### src/hw/rtl/f2f8_pkg.sv
// Shared types and constants for the fp32 to fp8 FNUZ converter.
`default_nettype none

package f2f8_pkg;

  typedef enum logic {
    FMT_E4M3 = 1'b0,
    FMT_E5M2 = 1'b1
  } f2f8_fmt_e;

  localparam int unsigned FP32_W     = 32;
  localparam int unsigned FP8_W      = 8;
  localparam int unsigned FP32_MAN_W = 23;

  localparam logic [7:0] FP32_EXP_ONES = 8'hFF;
  localparam logic [7:0] FP8_NAN_CODE  = 8'h80;

endpackage

`default_nettype wire

### src/hw/rtl/f2f8_if.sv
// Valid/ready stream interfaces for the converter input and result channels.
`default_nettype none

interface f2f8_in_if;
  logic                               valid;
  logic                               ready;
  logic [f2f8_pkg::FP32_W-1:0]        float_bits;

  modport source (output valid, output float_bits, input ready);
  modport sink   (input valid, input float_bits, output ready);
endinterface

interface f2f8_out_if;
  logic                               valid;
  logic                               ready;
  logic [f2f8_pkg::FP8_W-1:0]         fp8_value;

  modport source (output valid, output fp8_value, input ready);
  modport sink   (input valid, input fp8_value, output ready);
endinterface

`default_nettype wire

### src/hw/rtl/f2f8_conv.sv
// Combinational fp32 to fp8 FNUZ conversion with round-to-nearest-even and saturation.
`default_nettype none

module f2f8_conv (
  input  wire logic [f2f8_pkg::FP32_W-1:0] float_bits_i,
  input  wire f2f8_pkg::f2f8_fmt_e         fmt_i,
  output logic [f2f8_pkg::FP8_W-1:0]       fp8_value_o
);

  logic        sign;
  logic [7:0]  bexp;
  logic [23:0] sig;
  logic [4:0]  drop;
  logic [7:0]  bias_off;
  logic [7:0]  den_lim;
  logic [7:0]  max_exp;
  logic [6:0]  diff;
  logic [4:0]  s_amt;
  logic [31:0] tie_mask;
  logic [31:0] tie_half;
  logic        mid;
  logic [23:0] shifted;
  logic [23:0] rnd_mask;
  logic        odd;
  logic [23:0] addend;
  logic [24:0] sum;
  logic [7:0]  exp0;
  logic [7:0]  exp1;
  logic [24:0] m1;
  logic [24:0] mq;

  always_comb begin
    sign = float_bits_i[31];
    bexp = float_bits_i[30:23];
    sig  = {1'b1, float_bits_i[f2f8_pkg::FP32_MAN_W-1:0]};

    if (fmt_i == f2f8_pkg::FMT_E5M2) begin
      drop     = 5'd21;
      bias_off = 8'd111;
      den_lim  = 8'd112;
      max_exp  = 8'd31;
    end else begin
      drop     = 5'd20;
      bias_off = 8'd119;
      den_lim  = 8'd120;
      max_exp  = 8'd15;
    end

    // Distance below the smallest normal exponent
    if (bexp <= den_lim) begin
      diff = 7'(den_lim - bexp);
    end else begin
      diff = 7'd0;
    end

    // Tie is judged on the unshifted significand; large shifts can never tie
    s_amt    = drop + {2'b00, diff[2:0]};
    tie_mask = (32'd1 << s_amt) - 32'd1;
    tie_half = 32'd1 << (s_amt - 5'd1);
    mid      = (diff[6:3] == 4'd0) && (({8'd0, sig} & tie_mask) == tie_half);

    shifted = sig >> diff;
    exp0    = (diff != 7'd0) ? 8'd0 : 8'(bexp - bias_off);

    rnd_mask = (24'd1 << drop) - 24'd1;
    odd      = shifted[drop];
    addend   = (mid && !odd) ? ((shifted - 24'd1) & rnd_mask) : (shifted & rnd_mask);
    sum      = {1'b0, shifted} + {1'b0, addend};

    // Carry out of rounding: denormal becomes smallest normal, normal bumps exponent
    if ((exp0 == 8'd0) && sum[23]) begin
      exp1 = 8'd1;
      m1   = sum;
    end else if (sum[24]) begin
      exp1 = exp0 + 8'd1;
      m1   = sum >> 1;
    end else begin
      exp1 = exp0;
      m1   = sum;
    end

    mq = m1 >> drop;

    if ((float_bits_i[30:23] & f2f8_pkg::FP32_EXP_ONES) == f2f8_pkg::FP32_EXP_ONES) begin
      fp8_value_o = f2f8_pkg::FP8_NAN_CODE;
    end else if (bexp == 8'd0) begin
      fp8_value_o = 8'd0;
    end else if (exp1 > max_exp) begin
      fp8_value_o = {sign, 7'h7F};
    end else if ((exp1 == 8'd0) && (mq == 25'd0)) begin
      fp8_value_o = 8'd0;
    end else if (fmt_i == f2f8_pkg::FMT_E5M2) begin
      fp8_value_o = {sign, exp1[4:0], mq[1:0]};
    end else begin
      fp8_value_o = {sign, exp1[3:0], mq[2:0]};
    end
  end

endmodule

`default_nettype wire

### src/hw/rtl/fp32_to_fp8_fnuz_convert.sv
// Beats pass the input register, then the result register. Throughput: one beat
// per cycle while the sink is ready; the input register feeds the converter logic
// and the result register holds its output, so a beat enters while a result waits.
// Reset (rst_ni low, asynchronous): both stage valids clear, format_select goes to
// E4M3 FNUZ. Payload registers are not reset.
`default_nettype none

module fp32_to_fp8_fnuz_convert (
  input  wire logic        clk_i,
  input  wire logic        rst_ni,
  f2f8_in_if.sink          in_i,
  f2f8_out_if.source       out_o,
  input  wire logic        psel,
  input  wire logic        penable,
  input  wire logic        pwrite,
  input  wire logic [2:0]  paddr,
  input  wire logic [31:0] pwdata,
  output logic [31:0]      prdata,
  output logic             pready
);

  // Register index of format_select in the register map
  localparam logic REG_FORMAT_SELECT = 1'b0;

  f2f8_pkg::f2f8_fmt_e fmt_q;

  logic                            s0_valid_q;
  logic [f2f8_pkg::FP32_W-1:0]     s0_bits_q;
  logic                            s0_ready;

  logic                            out_valid_q;
  logic [f2f8_pkg::FP8_W-1:0]      out_value_q;
  logic [f2f8_pkg::FP8_W-1:0]      res_d;
  logic                            s1_ready;

  logic                            cfg_wr;

  // ---------------------------------------------------------------------------
  // Configuration port: single register, zero wait states
  // ---------------------------------------------------------------------------
  assign pready = 1'b1;
  assign cfg_wr = psel && penable && pwrite && (paddr[2] == REG_FORMAT_SELECT);
  assign prdata = (paddr[2] == REG_FORMAT_SELECT) ? {31'd0, fmt_q} : 32'd0;

  always_ff @(posedge clk_i or negedge rst_ni) begin
    if (!rst_ni) begin
      fmt_q <= f2f8_pkg::FMT_E4M3;
    end else if (cfg_wr) begin
      fmt_q <= f2f8_pkg::f2f8_fmt_e'(pwdata[0]);
    end
  end

  // ---------------------------------------------------------------------------
  // Handshake: each stage advances when it is empty or its successor advances
  // ---------------------------------------------------------------------------
  assign s1_ready   = !out_valid_q || out_o.ready;
  assign s0_ready   = !s0_valid_q || s1_ready;
  assign in_i.ready = s0_ready;

  // Input register: capture the raw fp32 pattern of each accepted beat
  always_ff @(posedge clk_i or negedge rst_ni) begin
    if (!rst_ni) begin
      s0_valid_q <= 1'b0;
    end else if (s0_ready) begin
      s0_valid_q <= in_i.valid;
    end
  end

  always_ff @(posedge clk_i) begin
    if (in_i.valid && s0_ready) begin
      s0_bits_q <= in_i.float_bits;
    end
  end

  // Conversion between the input register and the result register
  f2f8_conv u_conv (
    .float_bits_i (s0_bits_q),
    .fmt_i        (fmt_q),
    .fp8_value_o  (res_d)
  );

  // Result register: hold the byte until the sink takes it
  always_ff @(posedge clk_i or negedge rst_ni) begin
    if (!rst_ni) begin
      out_valid_q <= 1'b0;
    end else if (s1_ready) begin
      out_valid_q <= s0_valid_q;
    end
  end

  always_ff @(posedge clk_i) begin
    if (s0_valid_q && s1_ready) begin
      out_value_q <= res_d;
    end
  end

  assign out_o.valid     = out_valid_q;
  assign out_o.fp8_value = out_value_q;

`ifndef SYNTHESIS
  // A new result appears only behind a beat that sat in the input register
  a_res_from_s0: assert property (@(posedge clk_i) disable iff (!rst_ni)
    $rose(out_valid_q) |-> $past(s0_valid_q))
    else $error("result valid without a staged input beat");

  // Infinity and NaN inputs always convert to the NaN code
  a_nan_map: assert property (@(posedge clk_i) disable iff (!rst_ni)
    (s0_valid_q && (s0_bits_q[30:23] == f2f8_pkg::FP32_EXP_ONES))
      |-> (res_d == f2f8_pkg::FP8_NAN_CODE))
    else $error("non-finite input did not give the NaN code");

  // The NaN code is never produced from a finite input (no negative zero)
  a_no_neg_zero: assert property (@(posedge clk_i) disable iff (!rst_ni)
    (s0_valid_q && (res_d == f2f8_pkg::FP8_NAN_CODE))
      |-> (s0_bits_q[30:23] == f2f8_pkg::FP32_EXP_ONES))
    else $error("finite input produced the NaN code");

  // A stalled result keeps its byte while a new beat waits in the input register
  a_hold_on_stall: assert property (@(posedge clk_i) disable iff (!rst_ni)
    (out_valid_q && !out_o.ready && s0_valid_q) |=> $stable(out_value_q))
    else $error("result register overwritten during a stall");
`endif

endmodule

`default_nettype wire
### src/flat_wrapper.sv
// flat-port wrapper written by rule: the top's interface ports become plain ports
module fp32_to_fp8_fnuz_convert_flat 
  (clk_i, rst_ni, psel, penable, pwrite, paddr, pwdata, prdata, pready, in_i_valid, in_i_float_bits, in_i_ready, out_o_valid, out_o_fp8_value, out_o_ready);
  f2f8_in_if in_i_i ();
  f2f8_out_if out_o_i ();
  input  wire logic clk_i;
  input  wire logic rst_ni;
  input  wire logic psel;
  input  wire logic penable;
  input  wire logic pwrite;
  input  wire logic [2:0] paddr;
  input  wire logic [31:0] pwdata;
  output logic [31:0] prdata;
  output logic pready;
  input wire logic [$bits(in_i_i.valid)-1:0] in_i_valid;
  input wire logic [$bits(in_i_i.float_bits)-1:0] in_i_float_bits;
  output wire logic [$bits(in_i_i.ready)-1:0] in_i_ready;
  output wire logic [$bits(out_o_i.valid)-1:0] out_o_valid;
  output wire logic [$bits(out_o_i.fp8_value)-1:0] out_o_fp8_value;
  input wire logic [$bits(out_o_i.ready)-1:0] out_o_ready;
  assign in_i_i.valid = in_i_valid;
  assign in_i_i.float_bits = in_i_float_bits;
  assign in_i_ready = in_i_i.ready;
  assign out_o_valid = out_o_i.valid;
  assign out_o_fp8_value = out_o_i.fp8_value;
  assign out_o_i.ready = out_o_ready;
  fp32_to_fp8_fnuz_convert u_core (.clk_i(clk_i), .rst_ni(rst_ni), .in_i(in_i_i), .out_o(out_o_i), .psel(psel), .penable(penable), .pwrite(pwrite), .paddr(paddr), .pwdata(pwdata), .prdata(prdata), .pready(pready));
endmodule
### config.mk
export PLATFORM = sky130hd
export DESIGN_NAME = fp32_to_fp8_fnuz_convert_flat
export DESIGN_NICKNAME = d
export VERILOG_FILES = /design/src/hw/rtl/f2f8_pkg.sv /design/src/hw/rtl/f2f8_if.sv /design/src/hw/rtl/f2f8_conv.sv /design/src/hw/rtl/fp32_to_fp8_fnuz_convert.sv /design/src/flat_wrapper.sv
export SDC_FILE = /design/constraint.sdc
export NUM_CORES = 1
export LEC_CHECK = 0
export BUFFER_PORTS_ARGS = -buffer_cell sky130_fd_sc_hd__buf_2
export CORE_MARGIN = 8
export CORE_UTILIZATION = 60
export DETAILED_ROUTE_END_ITERATION = 16
export GPL_TIMING_DRIVEN = 0
export PLACE_DENSITY = 0.91
export RECOVER_POWER = 100
export SYNTH_ARGS = -nofsm -noshare
export SYNTH_HDL_FRONTEND = slang
export SYNTH_SLANG_ARGS = --single-unit
### constraint.sdc
create_clock -name clk_i -period 22.9 [get_ports clk_i]
set_input_delay 3.435 -clock clk_i [delete_from_list [all_inputs] [get_ports clk_i]]
set_output_delay 3.435 -clock clk_i [all_outputs]
set_load 0.02 [all_outputs]
## Yosys cells after proc, flatten, opt, wreduce, memory -nomap -nowiden

Index checks and enable logic that the tools add are counted.

| word-level totals | value |
|---|---|
| register bits | 43 |
| latch bits | 0 |
| RAM bits | 0 |
| bits in read-only memories | 0 |
| input port bits | 74 |
| output and inout port bits | 43 |
| logic and storage cells | 68 |
| memories | 0 |

| cells by class | value |
|---|---|
| add/subtract/negate cells | 9 |
| $mul | 0 |
| div/mod/pow operators | 0 |
| order comparisons | 3 |
| equality and inequality tests | 2 |
| shifts and indexed selects | 5 |
| multiplexer cells | 18 |
| bitwise gates (word level) | 4 |
| reduce and logical (&&, ||, !) cells | 21 |

Operators with widths:

| kind | count |
|---|---|
| 1-bit by 5-bit << shifter with 32-bit output, first input constant | 2 |
| 24-bit AND | 2 |
| 24-bit two-way mux | 2 |
| 8-bit two-way mux | 6 |
| 24-bit by 1-bit subtractor with 24-bit output, second input constant | 2 |
| 24-bit by 32-bit AND with 32-bit output | 1 |
| 32-bit == test | 1 |
| 32-bit by 1-bit subtractor with 32-bit output, second input constant | 1 |
| 24-bit by 24-bit adder with 25-bit output | 1 |
| 25-bit zero test | 1 |
| 25-bit two-way mux | 1 |
| 25-bit by 5-bit right shift with 25-bit output | 1 |
| 8-bit zero test | 3 |
| 1-bit by 5-bit << shifter with 24-bit output, first input constant | 1 |
| 24-bit by 7-bit right shift with 24-bit output | 1 |
| 7-bit two-way mux | 2 |
| 5-bit two-way mux | 2 |
| 1-bit logical AND | 9 |
| 8-bit by 1-bit adder with 8-bit output, second input constant | 1 |
| 8-bit == test, second input constant | 1 |
| 8-bit greater-than comparator | 1 |
| 8-bit by 7-bit <= comparator with 1-bit output | 1 |
| 8-bit by 7-bit subtractor with 8-bit output | 1 |
| 7-bit nonzero test | 1 |
| other kinds (12) | 17 |

## Logic depth before layout (Yosys ltp)

| depth | value |
|---|---|
| word-level depth | 20 |
| depth in mapped cells | 41 |
| depth with buffers taken out | 35 |

## Modules after synthesis

Synthesis repeated with hierarchy kept, for this count alone.

| second synthesis, totals | value |
|---|---|
| cell total of the unflattened synthesis | 769 |
| area total of the unflattened synthesis | 6054.6 um^2 |

By module, submodules not included:

| module | instances | cells an instance | area each (um^2) | seq. area each (um^2) |
|---|---|---|---|---|
| f2f8_conv | 1 | 683 | 4463.0 | 0.0 |
| fp32_to_fp8_fnuz_convert | 1 | 86 | 1591.5 | 1276.2 |

## Least setup slack after synthesis

OpenSTA, ideal clock, no wires.

| timing | value |
|---|---|
| path type | reg-to-reg |
| start | register u_core.fmt_q |
| end | register u_core.out_value_q (netlist bit u_core.out_o.fp8_value[3]) (data pin) |
| setup time | 0.279 ns |
| arrival | 7.656 ns |
| slack | 14.965 ns |
| cell stages (with the launch flop) | 39 |
| clock period less this slack | 7.935 ns |
| cells stage by stage | dfrtp_1 clkbuf_1 clkinv_1 ha_1 buf_6 and3b_4 o211ai_2 inv_2 buf_4 buf_4 ha_1 clkbuf_1 clkbuf_1 nand4_1 ha_1 xnor2_1 nand2_1 nand3_1 (+3 left out) buf_2 nor4_2 xnor2_1 ha_1 nand3_1 nor4_1 o31ai_1 a41oi_1 a31o_2 and4_1 o21ai_2 buf_2 o21ai_0 a21boi_1 ha_1 a31oi_1 a32oi_2 o311ai_1 |

| between the ends | value |
|---|---|
| cells in the longest elaborated chain, start to end | 19 |
| elaborated cells between the ends (all ways) | 46 |
| classes of those cells | add/sub: 9; order compare: 2; eq/ne: 1; shift: 5; mux: 16; bitwise: 3; reduce/logical: 10 |

Ends and longest elaborated chain:

| element | line | text |
|---|---|---|
| start, declared | fp32_to_fp8_fnuz_convert.sv:25 | `f2f8_pkg::f2f8_fmt_e fmt_q;` |
| start signal, assigned | fp32_to_fp8_fnuz_convert.sv:47 | `fmt_q <= f2f8_pkg::FMT_E4M3;` |
| start signal, assigned | fp32_to_fp8_fnuz_convert.sv:49 | `fmt_q <= f2f8_pkg::f2f8_fmt_e'(pwdata[0]);` |
| 4-bit two-way mux | f2f8_conv.sv:37 | `if (fmt_i == f2f8_pkg::FMT_E5M2) begin` |
| 8-bit by 7-bit <= comparator with 1-bit output | f2f8_conv.sv:50 | `if (bexp <= den_lim) begin` |
| 7-bit two-way mux | f2f8_conv.sv:50 |  |
| 5-bit by 3-bit adder with 5-bit output | f2f8_conv.sv:57 | `s_amt = drop + {2'b00, diff[2:0]};` |
| 1-bit by 5-bit << shifter with 32-bit output | f2f8_conv.sv:58 | `tie_mask = (32'd1 << s_amt) - 32'd1;` |
| 32-bit by 1-bit subtractor with 32-bit output | f2f8_conv.sv:58 |  |
| 24-bit by 32-bit AND with 32-bit output | f2f8_conv.sv:60 | `mid = (diff[6:3] == 4'd0) && (({8'd0, sig} & tie_mask) == tie_half);` |
| 32-bit == test | f2f8_conv.sv:60 |  |
| (+3 left out) | - |  |
| 24-bit by 24-bit adder with 25-bit output | f2f8_conv.sv:68 | `sum = {1'b0, shifted} + {1'b0, addend};` |
| 24-bit two-way mux / 1-bit logical AND (equally long branches) | f2f8_conv.sv:74, f2f8_conv.sv:71 |  |
| 25-bit two-way mux | f2f8_conv.sv:71 | `if ((exp0 == 8'd0) && sum[23]) begin` |
| 25-bit by 5-bit right shift with 25-bit output | f2f8_conv.sv:82 | `mq = m1 >> drop;` |
| 25-bit zero test | f2f8_conv.sv:90 | `end else if ((exp1 == 8'd0) && (mq == 25'd0)) begin` |
| 1-bit logical AND | f2f8_conv.sv:90 |  |
| 8-bit two-way mux | f2f8_conv.sv:90 |  |
| 8-bit two-way mux (*) | f2f8_conv.sv:88 | `end else if (exp1 > max_exp) begin` |
| end signal, assigned | fp32_to_fp8_fnuz_convert.sv:93 | `out_value_q <= res_d;` |
| end, declared | fp32_to_fp8_fnuz_convert.sv:32 | `logic [f2f8_pkg::FP8_W-1:0] out_value_q;` |

Mark *: on every way between the ends. The rest lies on a longest branch, timed or not. The select of a mux whose other input is x is not followed.
A chain may end at the register's enable or synchronous reset.

## Worst setup path after layout

Same ends and word-level chain as after synthesis.

==> impl_results.md <==
- Run status: finished, violations left
- Failing checks: capacitance limit, slew limit
- Type of the tightest min-delay check: reg2reg
- Number of global-route vias before repair: between 5,000 and 6,000
- Area of the die: between 10,000 and 15,000 µm²
- Number of nets in the layout: slightly above 900
- Worst Path Max Fanout: 10
- Root buffer cell: sky130_fd_sc_hd__clkbuf_8
- Maximum number of pins on one net before global-route repair: 33
- Post-Route Setup TNS: 0 ns
- Register area: 1276 µm²
- Buffers inserted by post-CTS timing repair: 0
- Synth top area share: 0.2033
- Clock-pin transition on the worst setup and hold timing paths: 0.08 ns
- RSZ-0062 raised after global routing: no
- Ant. Diodes: 0
- Number of buffers on the longest clock path: 2
- Total number of yosys warnings: 0
- Sinks on Clock Net: 43
- Row count: 36
- Relative max-transition margin: -0.2936
- Count of different cell masters after synthesis: approximately 100
- Actual slew at the worst max-slew pin: 1.939 ns
- Share of synthesized registers carrying an async set or reset: 0.06977
- Number of hold violations in the final report: 0
- Final setup vio count: 0
- Clock latency at the later pin of the worst-skew pair: 0.31 ns
- WP data arrival: roughly 11 ns
- Hold-fix buffer count after cts: 0
- DRC: 0
- Resized cells post-CTS: 0
- Port Buf Inserts: about 50
- Worst setup SP type: register
- FMAX: about 89 MHz
- Area after DPL: between 6000 and 7000 µm²
- Final wirelength: just under 20 mm
- Post-Place Setup Slack: between 10 and 15 ns
- Number of maximum-capacitance violations: 1
- Hold Crit Start: u_core.s0_valid_q
- Leak Pwr: between 2 and 3 nW
- Vertical die dimension: 115.2 µm
- CP startpoint: u_core.fmt_q
- Number of levels in the clock H-tree: 2
- Area of the mapped netlist: 5907 µm²
- Required time at the endpoint of the critical path: between 20 and 25 ns
- VDD IR max: just under 0.00005 V
- Initial antenna violation count: 0
- Placed wire-length estimate after detailed placement: about 15 mm
- Area overhead of the layout relative to synthesis: 10.23%
- Fraction of final layout cells sized beyond drive strength 1: 0.1869
- Top cells by area in the synthesized netlist: sky130_fd_sc_hd__edfxtp_1 (20%), sky130_fd_sc_hd__ha_1 (6.8%), sky130_fd_sc_hd__mux2i_1 (4.9%)
- Final non-filler cell area: about 6500 µm²
- Core footprint: ~9700 µm²
- Post-layout minimum cycle time: roughly 11 ns
- Overall die width: ~120 µm
- Post-route core utilization: 0.6724
- Wire length of the first global-routing pass: ~31 mm
- Starting density of the core: 0.6099
- Sequential-to-total area share from yosys stat: 0.2161
- Area leader, netlist: sky130_fd_sc_hd__edfxtp_1
- Routed length per placed instance: approximately 21 µm
- Overall routing resource usage: 0.2957
- CTS tree: yes
- First-pass DRT Iterations: 6
- Number of ports placed on the die boundary: roughly 120
- Multi-input combinational cell area: between 4000 and 5000 µm²
- Vias per cell: between 6 and 7
- Clock buffers created by TritonCTS: 5
- PnR worst setup slack: 11.71 ns
- Number of synthesized flops with an enable pin: 40
- Crit. End Element: register
- Library cell contributing the largest single delay on the critical path: sky130_fd_sc_hd__clkbuf_1
- Launch point of the worst reg-to-reg path: u_core.fmt_q
- Register bit total from synthesis: 43
- Count of pins over their slew limit: 33
- Synthesized instance count: between 700 and 800
- GPL Wtd Cong: 1.005
- Worst setup skew after layout: 0.006791 ns
- Filler Cells Inserted: just over 800
- Average cell area after synthesis: ~8.2 µm²
- Remaining antenna violation count: 0
- Worst Path Class, Setup: reg2reg
- Main flop type after synthesis: sky130_fd_sc_hd__edfxtp_1
- Tcrit/Tclk final: 0.4888
- Critical Path Max Stage Delay: about 0.57 ns
- Vias post-DR: just over 6,000
- Initial detailed-routing violation count: roughly 710
- Pwr/cell area: between 50 and 60 nW/µm²
- Sum of overflow across all layers after global routing: 0
==> cell usage after synthesis, drive strengths merged, types with 4 or more instances <==
cell and number:
a211oi 10, a21o 6, a21oi 41, a221oi 4, a31oi 6, and2 9
and3 8, buf 57, clkbuf 13, edfxtp 40, ha 32, inv 27
mux2i 29, nand2 60, nand2b 9, nand3 24, nand3b 5, nand4 10
nor2 64, nor2b 10, nor3 23, nor4 12, o2111ai 6, o211a 5
o211ai 15, o21a 8, o21ai 44, o221ai 7, o22ai 14, o31ai 9
or2 9, or3 8, xnor2 15, xor2 14
==> cell type report <==
class,count,area share
Buffer,70,0.06879
Tap cell,133,0.02556
Sequential cell,43,0.1960
Clock buffer,5,0.01057
Multi-Input combinational cell,608,0.6403
Timing Repair Buffer,51,0.03670
Clock inverter,3,0.005957
Inverter,28,0.01614
==> final timing paths <==
check | end | slack (ns) | cells after the start
max reg2reg | u_core.out_o.fp8_value[3] | 11.71 | 38
min | u_core.out_o.valid | 0.50 | 1
min in group asynchronous | u_core.fmt_q | 2.93 | 1
max | u_core.out_o.fp8_value[3] | 11.71 | 38
min reg2reg | u_core.out_o.valid | 0.50 | 1
max in group asynchronous | u_core.out_o.valid | 19.80 | 1
==> placed cells by master (no fill, tap or decap), drive strengths merged, types with 14 or more instances in the layout <==
| cell | netlist | routed |
|---|---|---|
| xor2 | 14 | 14 |
| nor2 | 64 | 64 |
| o21ai | 44 | 44 |
| xnor2 | 15 | 15 |
| nand2 | 60 | 60 |
| mux2i | 29 | 29 |
| conb | 2 | 32 |
| inv | 27 | 27 |
| o22ai | 14 | 14 |
| clkbuf | 13 | 33 |
| buf | 57 | 93 |
| a21oi | 41 | 41 |
| ha | 32 | 32 |
| nand3 | 24 | 24 |
| edfxtp | 40 | 40 |
| nor3 | 23 | 23 |
| o211ai | 15 | 15 |
==> cells by family after synthesis <==
logic type | synth area share
multiplexers | 0.05867
XOR/XNOR | 0.04427
AO/OA/AOI/OAI | 0.2703
buffers and inverters | 0.09489
other | 0.001271
flip-flops | 0.2161
AND/OR/NAND/NOR | 0.2468
adder cells (fa/ha/maj) | 0.06778
==> critical path: cells and delay by family (launching register included) <==
family,cells,cell delay [ns]
AO/OA/AOI/OAI,10,2.00
XOR/XNOR,2,0.27
adder cells (fa/ha/maj),5,1.57
buffers and inverters,10,3.65
flip-flops,1,0.51
AND/OR/NAND/NOR,11,2.88
==> state kept, by name, summed over array words and instances (netlist names) <==
| name | count |
|---|---|
| u_core.s0_bits_q | 32 |
| u_core.out_o.valid | 1 |
| u_core.out_o.fp8_value | 8 |
| u_core.s0_valid_q | 1 |
| u_core.fmt_q | 1 |
==> through the flow <==
step	power [mW]	hold WS, ns	std cells
3_5_place_dp	0.3177	0.4735	933
5_1_grt	0.4047	0.5215	941
3_3_place_gp	0.3101	0.4619	933
4_1_cts	0.3766	0.4951	941
2_1_floorplan	0.2627	0.4490	749
6_report	0.3816	0.4950	941
==> metal layers <==
metal,vias to the layer above,GRT usage,wire (µm),part of all wire
met4,0,0.1226,712,0.036
met3,58,0.05147,1952,0.099
li1,2849,-,-,-
met5,-,0,0,0
met2,393,0.4829,8971,0.46
met1,2894,0.3771,8019,0.41
==> where the power goes <==
part | leakage (nW) | switching [mW] | total [mW] | internal (mW)
combinational | 2.22 | 0.142 | 0.220 | 0.0782
clock | 0.0556 | 0.0267 | 0.0586 | 0.0319
sequential | 0.420 | 0.00741 | 0.103 | 0.0956
total | 2.70 | 0.176 | 0.382 | 0.206
(Power assumes the default switching activity.)
